$ cat src/gpps_pkg.sv
// ----------------------------------------------------------------------------
// gpps_pkg
// Types and constants for the gantry pick-and-place sequencer.
// ----------------------------------------------------------------------------
package gpps_pkg;

  localparam int POS_W   = 24;
  localparam int SPEED_W = 16;
  localparam int DT_W    = 10;
  localparam int STEP_W  = SPEED_W + DT_W;
  localparam int TIMER_W = 16;
  localparam int TYPE_W  = 8;
  localparam int CODE_W  = 4;
  localparam int CFG_IDX_W = 3;

  typedef enum logic [1:0] {
    OP_TICK  = 2'd0,
    OP_START = 2'd1,
    OP_STOP  = 2'd2,
    OP_AUTO  = 2'd3
  } op_t;

  typedef enum logic [CFG_IDX_W-1:0] {
    CFG_PICKUP_X  = 3'd0,
    CFG_DROP_X    = 3'd1,
    CFG_Z_HOME    = 3'd2,
    CFG_Z_PICKUP  = 3'd3,
    CFG_Z_DROP    = 3'd4,
    CFG_X_SPEED   = 3'd5,
    CFG_Z_SPEED   = 3'd6,
    CFG_GRIP_TIME = 3'd7
  } cfg_idx_t;

  typedef enum logic [8:0] {
    ST_IDLE      = 9'b0_0000_0001,
    ST_MOVE_PICK = 9'b0_0000_0010,
    ST_LOWER_PK  = 9'b0_0000_0100,
    ST_GRIP      = 9'b0_0000_1000,
    ST_LIFT      = 9'b0_0001_0000,
    ST_MOVE_DROP = 9'b0_0010_0000,
    ST_LOWER_DR  = 9'b0_0100_0000,
    ST_RELEASE   = 9'b0_1000_0000,
    ST_LIFT_HOME = 9'b1_0000_0000
  } stage_t;

  localparam logic [CODE_W-1:0] CODE_IDLE      = 4'd0;
  localparam logic [CODE_W-1:0] CODE_MOVE_PICK = 4'd1;
  localparam logic [CODE_W-1:0] CODE_LOWER_PK  = 4'd2;
  localparam logic [CODE_W-1:0] CODE_GRIP      = 4'd3;
  localparam logic [CODE_W-1:0] CODE_LIFT      = 4'd4;
  localparam logic [CODE_W-1:0] CODE_MOVE_DROP = 4'd5;
  localparam logic [CODE_W-1:0] CODE_LOWER_DR  = 4'd6;
  localparam logic [CODE_W-1:0] CODE_RELEASE   = 4'd7;
  localparam logic [CODE_W-1:0] CODE_LIFT_HOME = 4'd8;

  function automatic logic [CODE_W-1:0] stage_code(input stage_t s);
    logic [CODE_W-1:0] c;
    case (s)
      ST_IDLE:      c = CODE_IDLE;
      ST_MOVE_PICK: c = CODE_MOVE_PICK;
      ST_LOWER_PK:  c = CODE_LOWER_PK;
      ST_GRIP:      c = CODE_GRIP;
      ST_LIFT:      c = CODE_LIFT;
      ST_MOVE_DROP: c = CODE_MOVE_DROP;
      ST_LOWER_DR:  c = CODE_LOWER_DR;
      ST_RELEASE:   c = CODE_RELEASE;
      ST_LIFT_HOME: c = CODE_LIFT_HOME;
      default:      c = CODE_IDLE;
    endcase
    return c;
  endfunction

endpackage

$ cat src/gantry_pick_place_sequencer_top.sv
// ----------------------------------------------------------------------------
// gantry_pick_place_sequencer_top
// Two-axis gantry pick-and-place sequencer with valid/ready request channels.
// ----------------------------------------------------------------------------
// Each request (tick, start, stop, set auto) yields exactly one result. A new
// request is accepted every cycle unless the result register is held. The
// input register captures the request together with speed*dt for both axes;
// the result register loads after one axis move (subtract, compare, add),
// the stage step and the timer. It holds while out_ready is low and the
// pipeline stalls behind it. The user must write configuration registers only
// while no request is in flight; the block itself does not enforce this.
module gantry_pick_place_sequencer_top import gpps_pkg::*; (
  input  logic                      clk,
  input  logic                      rst_n,
  input  logic                      cfg_we,
  input  logic [CFG_IDX_W-1:0]      cfg_index,
  input  logic [POS_W-1:0]          cfg_wdata,
  input  logic                      in_valid,
  output logic                      in_ready,
  input  logic [1:0]                in_op,
  input  logic [DT_W-1:0]           in_dt_ms,
  input  logic                      in_auto_enable,
  input  logic                      in_part_present,
  input  logic [TYPE_W-1:0]         in_part_type,
  output logic                      out_valid,
  input  logic                      out_ready,
  output logic signed [POS_W-1:0]   out_x_position,
  output logic signed [POS_W-1:0]   out_z_position,
  output logic [CODE_W-1:0]         out_stage_code,
  output logic                      out_gripper_closed,
  output logic                      out_carrying,
  output logic [TYPE_W-1:0]         out_held_type,
  output logic                      out_take_request,
  output logic                      out_drop_valid,
  output logic [TYPE_W-1:0]         out_drop_type,
  output logic                      out_auto_on
);

  // configuration
  logic [POS_W-1:0]   pickup_x_r, drop_x_r, z_home_r, z_pickup_r, z_drop_r;
  logic [SPEED_W-1:0] x_speed_r, z_speed_r, grip_settle_r;

  always_ff @(posedge clk) begin
    if (!rst_n) begin
      pickup_x_r    <= '0;
      drop_x_r      <= '0;
      z_home_r      <= '0;
      z_pickup_r    <= '0;
      z_drop_r      <= '0;
      x_speed_r     <= '0;
      z_speed_r     <= '0;
      grip_settle_r <= '0;
    end else if (cfg_we) begin
      case (cfg_idx_t'(cfg_index))
        CFG_PICKUP_X:  pickup_x_r    <= cfg_wdata;
        CFG_DROP_X:    drop_x_r      <= cfg_wdata;
        CFG_Z_HOME:    z_home_r      <= cfg_wdata;
        CFG_Z_PICKUP:  z_pickup_r    <= cfg_wdata;
        CFG_Z_DROP:    z_drop_r      <= cfg_wdata;
        CFG_X_SPEED:   x_speed_r     <= cfg_wdata[SPEED_W-1:0];
        CFG_Z_SPEED:   z_speed_r     <= cfg_wdata[SPEED_W-1:0];
        CFG_GRIP_TIME: grip_settle_r <= cfg_wdata[SPEED_W-1:0];
        default: ;
      endcase
    end
  end

  // input register stage
  logic              s1_valid_r;
  op_t               s1_op_r;
  logic [DT_W-1:0]   s1_dt_r;
  logic              s1_auto_r;
  logic              s1_present_r;
  logic [TYPE_W-1:0] s1_ptype_r;
  logic [STEP_W-1:0] s1_xstep_r, s1_zstep_r;

  logic out_valid_r;
  logic advance;

  assign advance  = s1_valid_r && (!out_valid_r || out_ready);
  assign in_ready = !s1_valid_r || advance;

  always_ff @(posedge clk) begin
    if (!rst_n) begin
      s1_valid_r <= 1'b0;
    end else if (in_ready) begin
      s1_valid_r <= in_valid;
    end
  end

  always_ff @(posedge clk) begin
    if (in_ready && in_valid) begin
      s1_op_r      <= op_t'(in_op);
      s1_dt_r      <= in_dt_ms;
      s1_auto_r    <= in_auto_enable;
      s1_present_r <= in_part_present;
      s1_ptype_r   <= in_part_type;
      s1_xstep_r   <= STEP_W'(x_speed_r) * STEP_W'(in_dt_ms);
      s1_zstep_r   <= STEP_W'(z_speed_r) * STEP_W'(in_dt_ms);
    end
  end

  // sequencer state
  stage_t             stage_r, stage_nxt;
  logic [POS_W-1:0]   x_now_r, x_now_nxt, z_now_r, z_now_nxt;
  logic [TIMER_W-1:0] timer_r, timer_nxt;
  logic running_r, running_nxt, auto_r, auto_nxt, homed_r, homed_nxt;
  logic gripped_r, gripped_nxt, pend_v_r, pend_v_nxt, held_v_r, held_v_nxt;
  logic [TYPE_W-1:0]  pend_t_r, pend_t_nxt, held_t_r, held_t_nxt;
  logic               take_nxt, drop_nxt;
  logic [TYPE_W-1:0]  dtype_nxt;

  // shared axis move: x in the travel stages, z otherwise
  logic               mv_is_x;
  logic [POS_W-1:0]   mv_pos, mv_tgt, mv_new;
  logic [STEP_W-1:0]  mv_step;
  logic signed [POS_W:0] mv_diff;
  logic [POS_W:0]     mv_mag;
  logic               mv_done;

  always_comb begin
    mv_is_x = (stage_r == ST_MOVE_PICK) || (stage_r == ST_MOVE_DROP);
    case (stage_r)
      ST_MOVE_PICK: mv_tgt = pickup_x_r;
      ST_MOVE_DROP: mv_tgt = drop_x_r;
      ST_LOWER_PK:  mv_tgt = z_pickup_r;
      ST_LOWER_DR:  mv_tgt = z_drop_r;
      default:      mv_tgt = z_home_r;
    endcase
    mv_pos  = mv_is_x ? x_now_r : z_now_r;
    mv_step = mv_is_x ? s1_xstep_r : s1_zstep_r;
    mv_diff = $signed({mv_tgt[POS_W-1], mv_tgt}) - $signed({mv_pos[POS_W-1], mv_pos});
    mv_mag  = mv_diff[POS_W] ? (POS_W+1)'(-mv_diff) : (POS_W+1)'(mv_diff);
    mv_done = {{(STEP_W-POS_W-1){1'b0}}, mv_mag} <= mv_step;
    // not done means step < mag <= 2^24, so the low bits of step suffice
    if (mv_done) begin
      mv_new = mv_tgt;
    end else if (mv_diff[POS_W]) begin
      mv_new = mv_pos - mv_step[POS_W-1:0];
    end else begin
      mv_new = mv_pos + mv_step[POS_W-1:0];
    end
  end

  logic [TIMER_W:0]   timer_sum;
  logic [TIMER_W-1:0] timer_sat;

  always_comb begin
    timer_sum = {1'b0, timer_r} + (TIMER_W+1)'(s1_dt_r);
    timer_sat = timer_sum[TIMER_W] ? {TIMER_W{1'b1}} : timer_sum[TIMER_W-1:0];
  end

  always_comb begin
    stage_nxt   = stage_r;
    x_now_nxt   = x_now_r;
    z_now_nxt   = z_now_r;
    timer_nxt   = timer_r;
    running_nxt = running_r;
    auto_nxt    = auto_r;
    homed_nxt   = homed_r;
    gripped_nxt = gripped_r;
    pend_v_nxt  = pend_v_r;
    pend_t_nxt  = pend_t_r;
    held_v_nxt  = held_v_r;
    held_t_nxt  = held_t_r;
    take_nxt    = 1'b0;
    drop_nxt    = 1'b0;
    dtype_nxt   = '0;
    case (s1_op_r)
      OP_START: begin
        if (!homed_r) begin
          x_now_nxt = pickup_x_r;
          z_now_nxt = z_home_r;
          homed_nxt = 1'b1;
        end
        running_nxt = 1'b1;
      end
      OP_STOP: begin
        running_nxt = 1'b0;
        stage_nxt   = ST_IDLE;
        timer_nxt   = '0;
        pend_v_nxt  = 1'b0;
        pend_t_nxt  = '0;
        held_v_nxt  = 1'b0;
        held_t_nxt  = '0;
        gripped_nxt = 1'b0;
      end
      OP_AUTO: begin
        auto_nxt = s1_auto_r;
      end
      default: begin
        if (running_r && auto_r) begin
          timer_nxt = timer_sat;
          if (mv_is_x) begin
            x_now_nxt = mv_new;
          end else begin
            z_now_nxt = mv_new;
          end
          case (stage_r)
            ST_IDLE: begin
              // the move result is discarded outside the move stages
              z_now_nxt = z_now_r;
              if (s1_present_r) begin
                pend_v_nxt = 1'b1;
                pend_t_nxt = s1_ptype_r;
                stage_nxt  = ST_MOVE_PICK;
                timer_nxt  = '0;
              end
            end
            ST_MOVE_PICK, ST_LIFT, ST_MOVE_DROP, ST_LOWER_DR, ST_LIFT_HOME: begin
              if (mv_done) begin
                timer_nxt = '0;
                case (stage_r)
                  ST_MOVE_PICK: stage_nxt = ST_LOWER_PK;
                  ST_LIFT:      stage_nxt = ST_MOVE_DROP;
                  ST_MOVE_DROP: stage_nxt = ST_LOWER_DR;
                  ST_LOWER_DR:  stage_nxt = ST_RELEASE;
                  default:      stage_nxt = ST_IDLE;
                endcase
              end
            end
            ST_LOWER_PK: begin
              if (mv_done) begin
                gripped_nxt = 1'b1;
                stage_nxt   = ST_GRIP;
                timer_nxt   = '0;
              end
            end
            ST_GRIP: begin
              z_now_nxt = z_now_r;
              if (timer_sat >= grip_settle_r) begin
                if (s1_present_r) begin
                  take_nxt   = 1'b1;
                  held_v_nxt = 1'b1;
                  held_t_nxt = s1_ptype_r;
                end else begin
                  held_v_nxt = pend_v_r;
                  held_t_nxt = pend_v_r ? pend_t_r : '0;
                end
                pend_v_nxt = 1'b0;
                pend_t_nxt = '0;
                stage_nxt  = ST_LIFT;
                timer_nxt  = '0;
              end
            end
            ST_RELEASE: begin
              z_now_nxt = z_now_r;
              if (held_v_r) begin
                drop_nxt  = 1'b1;
                dtype_nxt = held_t_r;
              end
              held_v_nxt  = 1'b0;
              held_t_nxt  = '0;
              gripped_nxt = 1'b0;
              stage_nxt   = ST_LIFT_HOME;
              timer_nxt   = '0;
            end
            default: begin
              z_now_nxt = z_now_r;
              stage_nxt = ST_IDLE;
              timer_nxt = '0;
            end
          endcase
        end
      end
    endcase
  end

  always_ff @(posedge clk) begin
    if (!rst_n) begin
      stage_r   <= ST_IDLE;
      x_now_r   <= '0;
      z_now_r   <= '0;
      timer_r   <= '0;
      running_r <= 1'b0;
      auto_r    <= 1'b1;
      homed_r   <= 1'b0;
      gripped_r <= 1'b0;
      pend_v_r  <= 1'b0;
      pend_t_r  <= '0;
      held_v_r  <= 1'b0;
      held_t_r  <= '0;
    end else if (advance) begin
      stage_r   <= stage_nxt;
      x_now_r   <= x_now_nxt;
      z_now_r   <= z_now_nxt;
      timer_r   <= timer_nxt;
      running_r <= running_nxt;
      auto_r    <= auto_nxt;
      homed_r   <= homed_nxt;
      gripped_r <= gripped_nxt;
      pend_v_r  <= pend_v_nxt;
      pend_t_r  <= pend_t_nxt;
      held_v_r  <= held_v_nxt;
      held_t_r  <= held_t_nxt;
    end
  end

  // result register
  always_ff @(posedge clk) begin
    if (!rst_n) begin
      out_valid_r <= 1'b0;
    end else if (advance) begin
      out_valid_r <= 1'b1;
    end else if (out_ready) begin
      out_valid_r <= 1'b0;
    end
  end

  always_ff @(posedge clk) begin
    if (advance) begin
      out_x_position     <= x_now_nxt;
      out_z_position     <= z_now_nxt;
      out_stage_code     <= stage_code(stage_nxt);
      out_gripper_closed <= gripped_nxt;
      out_carrying       <= held_v_nxt;
      out_held_type      <= held_v_nxt ? held_t_nxt : '0;
      out_take_request   <= take_nxt;
      out_drop_valid     <= drop_nxt;
      out_drop_type      <= dtype_nxt;
      out_auto_on        <= auto_nxt;
    end
  end

  assign out_valid = out_valid_r;

  // checks
  a_drop_stage: assert property (@(posedge clk) disable iff (!rst_n)
    (out_valid_r && out_drop_valid) |->
      (out_stage_code == CODE_LIFT_HOME && !out_gripper_closed && !out_carrying))
    else $error("drop request outside release");

  a_take_stage: assert property (@(posedge clk) disable iff (!rst_n)
    (out_valid_r && out_take_request) |->
      (out_stage_code == CODE_LIFT && out_carrying && out_gripper_closed))
    else $error("take request outside grip end");

  a_hold_on_stall: assert property (@(posedge clk) disable iff (!rst_n)
    !advance |=> ($stable(stage_r) && $stable(x_now_r) && $stable(z_now_r)))
    else $error("sequencer state moved without a request");

  a_held_in_carry: assert property (@(posedge clk) disable iff (!rst_n)
    held_v_r |-> (stage_r == ST_LIFT || stage_r == ST_MOVE_DROP ||
                  stage_r == ST_LOWER_DR || stage_r == ST_RELEASE))
    else $error("part held outside carry stages");

  a_grip_stages: assert property (@(posedge clk) disable iff (!rst_n)
    gripped_r |-> !(stage_r == ST_IDLE || stage_r == ST_MOVE_PICK ||
                    stage_r == ST_LOWER_PK || stage_r == ST_LIFT_HOME))
    else $error("gripper closed outside grip stages");

endmodule

$ cat config.mk
export PLATFORM = sky130hd
export DESIGN_NAME = gantry_pick_place_sequencer_top
export DESIGN_NICKNAME = d
export VERILOG_FILES = /design/src/gpps_pkg.sv /design/src/gantry_pick_place_sequencer_top.sv
export SDC_FILE = /design/constraint.sdc
export NUM_CORES = 2
export LEC_CHECK = 0
export BUFFER_PORTS_ARGS = -buffer_cell sky130_fd_sc_hd__buf_4
export CORE_AREA = 2 2 257 259
export DETAILED_ROUTE_END_ITERATION = 16
export DIE_AREA = 0 0 259 261
export GPL_TIMING_DRIVEN = 0
export HOLD_SLACK_MARGIN = 0.15
export PLACE_DENSITY = 0.79
export SLEW_MARGIN = 10
export SYNTH_ARGS = -nofsm -noshare
export SYNTH_HDL_FRONTEND = slang
export SYNTH_SLANG_ARGS = --single-unit
$ cat constraint.sdc
create_clock -name clk -period 8.9 [get_ports clk]
set_clock_uncertainty 0.1 [all_clocks]
set_input_delay 0.89 -clock clk [delete_from_list [all_inputs] [get_ports clk]]
set_output_delay 0.89 -clock clk [all_outputs]
set_load 0.05 [all_outputs]
==> summary.txt <==
Via count of the first global-routing pass -> 27.3k
Die area -> 0.0676 mm2
Max clock buf depth -> 3
GRT overflow -> 0
IO Port Bufs -> 109
Clock transition at the registers of the reported paths -> 0.06 ns
Number of clock buffers inserted by TritonCTS -> 43
Global-route usage over all layers -> 0.300
Worst setup slack for register-to-register paths -> 0.17 ns
Cell count of the worst reg-to-reg path -> 33
Library cell contributing the largest single delay on the critical path -> or4b_4
Arrival @ worst endpoint -> 8.95 ns
Via count normalized by instance count -> 5.98
Net total in the final layout -> 4,449
Final setup slack of the worst path -> 0.171 ns
Overall via count from detail_route -> 29.0k
H-tree Lvls -> 2
WHS Endpoint -> z_pickup_r[16]
Die extent in x -> 259 um
IO Pins -> 129
1st-iter DRT viols -> 3,332
Mean cell area of the mapped netlist -> 8.54 um2
Outcome -> completed
Share of cells above drive strength 1 -> 0.0857
Predominant post-synthesis flop cell -> dfxtp_1
Layout Cell Area excl Fill -> 0.0361 mm2
Syn Nets -> 4,278
Hold Path Class -> reg -> reg
Layout Cells excl Fill -> 4,844
Area delta synth->final -> 12.0%
Final worst-path cycle share -> 0.981
Antenna violations before repair -> 1
Root Buffer Master -> clkbuf_16
Max cap viols -> 0
Maximum operating frequency -> 115 MHz
Wire length on met3 -> 9830 um
Routed wire per std cell -> 21.3 um
DRC violations left -> 0
Setup Slack @ Placement -> -3.70 ns
Count of warnings emitted by yosys -> 0
Hold path cells -> 2
Placement row count -> 94
Routability cong. -> 1.05
Worst slew slack as a fraction of its limit -> 0.0963
Placed Cells -> 4,750
Actual transition at the worst max-transition pin -> 1.35 ns
Type of origin of the critical path -> flip-flop
Worst Path Required -> 9.12 ns
Number of iterations in the first detailed-routing pass -> 7
Initial core utilization -> 0.496
Wire length on met1 -> 39,500 um
Top Layer Used -> met4
Clock tree from TritonCTS -> yes
DP Area -> 0.0342 mm2
Fin util -> 0.555
Crit Reg-Reg Startpoint -> stage_r[8]
Largest stage delay on the critical path -> 0.58 ns
Die height -> 261 um
Area of the placeable core -> 0.0650 mm2
Placed wire-length estimate -> 79,000 um
Static power due to leakage -> 15.4 nW
Global-route wire length before repair -> 156,000 um
Number of nets with antenna violations after detailed routing -> 0
Peak fanout along the critical path -> 19
Final number of max-transition violations -> 0
Filler cell count -> 5,808
Synthesized cell area -> 0.0322 mm2
WL met2 -> 46,400 um
Post-synthesis register bit count -> 412
Min Tclk post-route -> 8.73 ns
Cell count after synthesis -> 3,775
Critical setup path kind -> reg -> reg
Total power density per cell area -> 158 mW/mm2
Post-Route WL -> 103,000 um
Final hold violation count -> 0
Final Setup Violations -> 0
Peak supply drop -> 0.118 mV
# diodes -> 0
Setup TNS -> 0 ns
Pin count of the biggest net entering global routing -> 63
Number of enable-type register cells in the synthesized netlist -> 147
Insertion delay to the later sink of the worst-skew pair -> 0.59 ns
Clk sink count -> 412
Most Frequent Cell on Critical Path -> nand2_1
Synth cell types -> 87
Crit path capture type -> flip-flop
Hold path startpoint -> z_pickup_r[16]
Share of async-settable or async-resettable flops after synthesis -> 0
Sequential share of the synthesized area -> 0.301
Endpoint of the worst register-to-register path -> out_z_position[10]
[layer usage]
| layer | vias up | track usage |
|---|---|---|
| li1 | 13200 | - |
| met1 | 13900 | 0.379 |
| met2 | 1478 | 0.474 |
| met3 | 350 | 0.0592 |
| met4 | 0 | 0.186 |
| met5 | - | 0 |
[metrics by stage]
stage          total power, mW  hold slack, ns
2_1_floorplan             3.36           0.335
3_3_place_gp              3.82           0.340
3_5_place_dp              3.85           0.346
4_1_cts                   5.65           0.354
5_1_grt                   5.95           0.362
6_report                  5.72           0.355
[report_power, final]
group | leakage (nW) | total [mW] | switching (mW) | internal [mW]
Combinational | 11.2 | 1.84 | 1.18 | 0.668
Clock | 0.679 | 1.78 | 0.801 | 0.981
Sequential | 3.58 | 2.09 | 0.0598 | 2.03
Total | 15.4 | 5.72 | 2.04 | 3.68
[area by class of cell]
| type | count | area [um2] | share of cell area |
|---|---|---|---|
| multi-input cells | 2869 | 20900 | 0.580 |
| flip-flops and latches | 412 | 9720 | 0.269 |
| clock buffers | 52 | 1170 | 0.0325 |
| well taps | 864 | 1080 | 0.0299 |
| inverters | 273 | 1020 | 0.0284 |
| repair buffers | 131 | 1020 | 0.0283 |
| plain buffers | 216 | 961 | 0.0266 |
| clock inverters | 27 | 198 | 0.00548 |
[registers in the layout, summed over array words and instances, names as in the netlist, 2 cells and up]
register        flops
drop_x_r           24
grip_settle_r      16
held_t_r            8
out_drop_type       8
out_held_type       8
out_stage_code      4
out_x_position     24
out_z_position     24
pend_t_r            8
pickup_x_r         24
s1_dt_r            10
s1_op_r             2
s1_ptype_r          8
s1_xstep_r         26
s1_zstep_r         26
stage_r             9
timer_r            16
x_now_r            24
x_speed_r          16
z_drop_r           24
z_home_r           24
z_now_r            24
z_pickup_r         24
z_speed_r          16
[worst max path at each step]
stage,startpoint,endpoint,slack [ns],cells after the start
final,stage_r[8],out_z_position[10],0.17,33
after global routing,stage_r[7],out_z_position[23],-0.03,34
after CTS,stage_r[0],timer_r[10],0.005,34
after detailed placement,stage_r[8],out_z_position[2],-3.70,35
after global placement,stage_r[8],x_now_r[15],-3.64,34
after floorplan,stage_r[7],out_stage_code[0],0.18,35
[critical path: cells and delay by family, from the launching register on]
family                   cells  cell delay, ns
buffers and inverters        9            1.61
AO/OA/AOI/OAI               10            2.51
XOR/XNOR                     1            0.21
AND/OR/NAND/NOR             11            2.81
adder cells (fa/ha/maj)      2            0.68
flip-flops                   1            0.46
[what timing repair did]
action,CTS,global route
gates resized for setup,77,49
buffers inserted,15,5
endpoints found under the setup margin,127,127
gates cloned,0,0
hold buffers,0,0
pin swaps,10,9
[kinds of logic (layout without fill, tap and decap cells)]
logic type                 count (synthesis)  in the layout  share of synthesized area
and+or+nand+nor                         1423           1423                      0.200
AOI/OAI and AO/OA                        802            802                      0.158
buffers and inverters                    494            699                     0.0587
adders and majority gates                449            449                      0.226
DFF                                      412            412                      0.301
xor gates and xnor gates                 131            131                     0.0356
muxes                                     64             64                     0.0200
[synth_stat cells, types with 8 or more instances]
master,n,share of area
nand3_1,35,0.0054
o21a_1,33,0.0077
and3_1,23,0.0045
or2_2,17,0.0033
a21oi_1,320,0.050
o31ai_1,12,0.0028
fa_1,223,0.14
o21bai_1,12,0.0028
nand2_1,727,0.085
dfxtp_1,265,0.16
nor3_1,74,0.011
inv_1,271,0.032
nand4_1,14,0.0027
a22oi_1,65,0.015
nand2b_1,33,0.0064
and2_1,161,0.031
xnor2_1,93,0.025
nor2_1,233,0.027
a31oi_1,33,0.0064
xor2_1,38,0.010
clkbuf_2,17,0.0026
ha_1,226,0.088
edfxtp_1,147,0.14
a222oi_1,9,0.0028
a211oi_1,30,0.0070
buf_2,8,0.0012
nor2b_1,23,0.0045
mux2i_1,60,0.019
nor4_1,19,0.0037
nor3b_1,10,0.0023
o21ai_0,128,0.020
a221oi_1,13,0.0035
o211ai_1,13,0.0030
buf_1,8,0.00093
a21o_1,28,0.0065
clkbuf_1,187,0.022
or3_1,20,0.0039
a22o_1,14,0.0038
[placed cells by master, fill, tap and decap left out, types with 11 or more instances in the layout]
cell / instances
xnor2_1: 92
o31ai_1: 11
and3_1: 23
nand2_1: 727
nand2b_1: 33
o21ai_1: 13
nand4_1: 14
nand3_1: 33
a211oi_1: 26
a31oi_1: 26
mux2i_1: 57
nor4_1: 15
ha_1: 226
buf_4: 130
xor2_1: 38
o21bai_1: 12
o21a_1: 33
o21ai_0: 115
nor3_1: 72
inv_1: 271
nor2_1: 232
a21oi_1: 316
or2_2: 17
a22o_1: 14
nor2b_1: 23
or3_1: 16
clkbuf_2: 29
clkbuf_16: 45
and2_1: 160
a22oi_1: 64
dfxtp_1: 264
a221oi_1: 12
edfxtp_1: 147
fa_1: 222
clkbuf_1: 170
o211ai_1: 13
a21o_1: 28
Note: power is estimated with default switching activity, not from simulation.
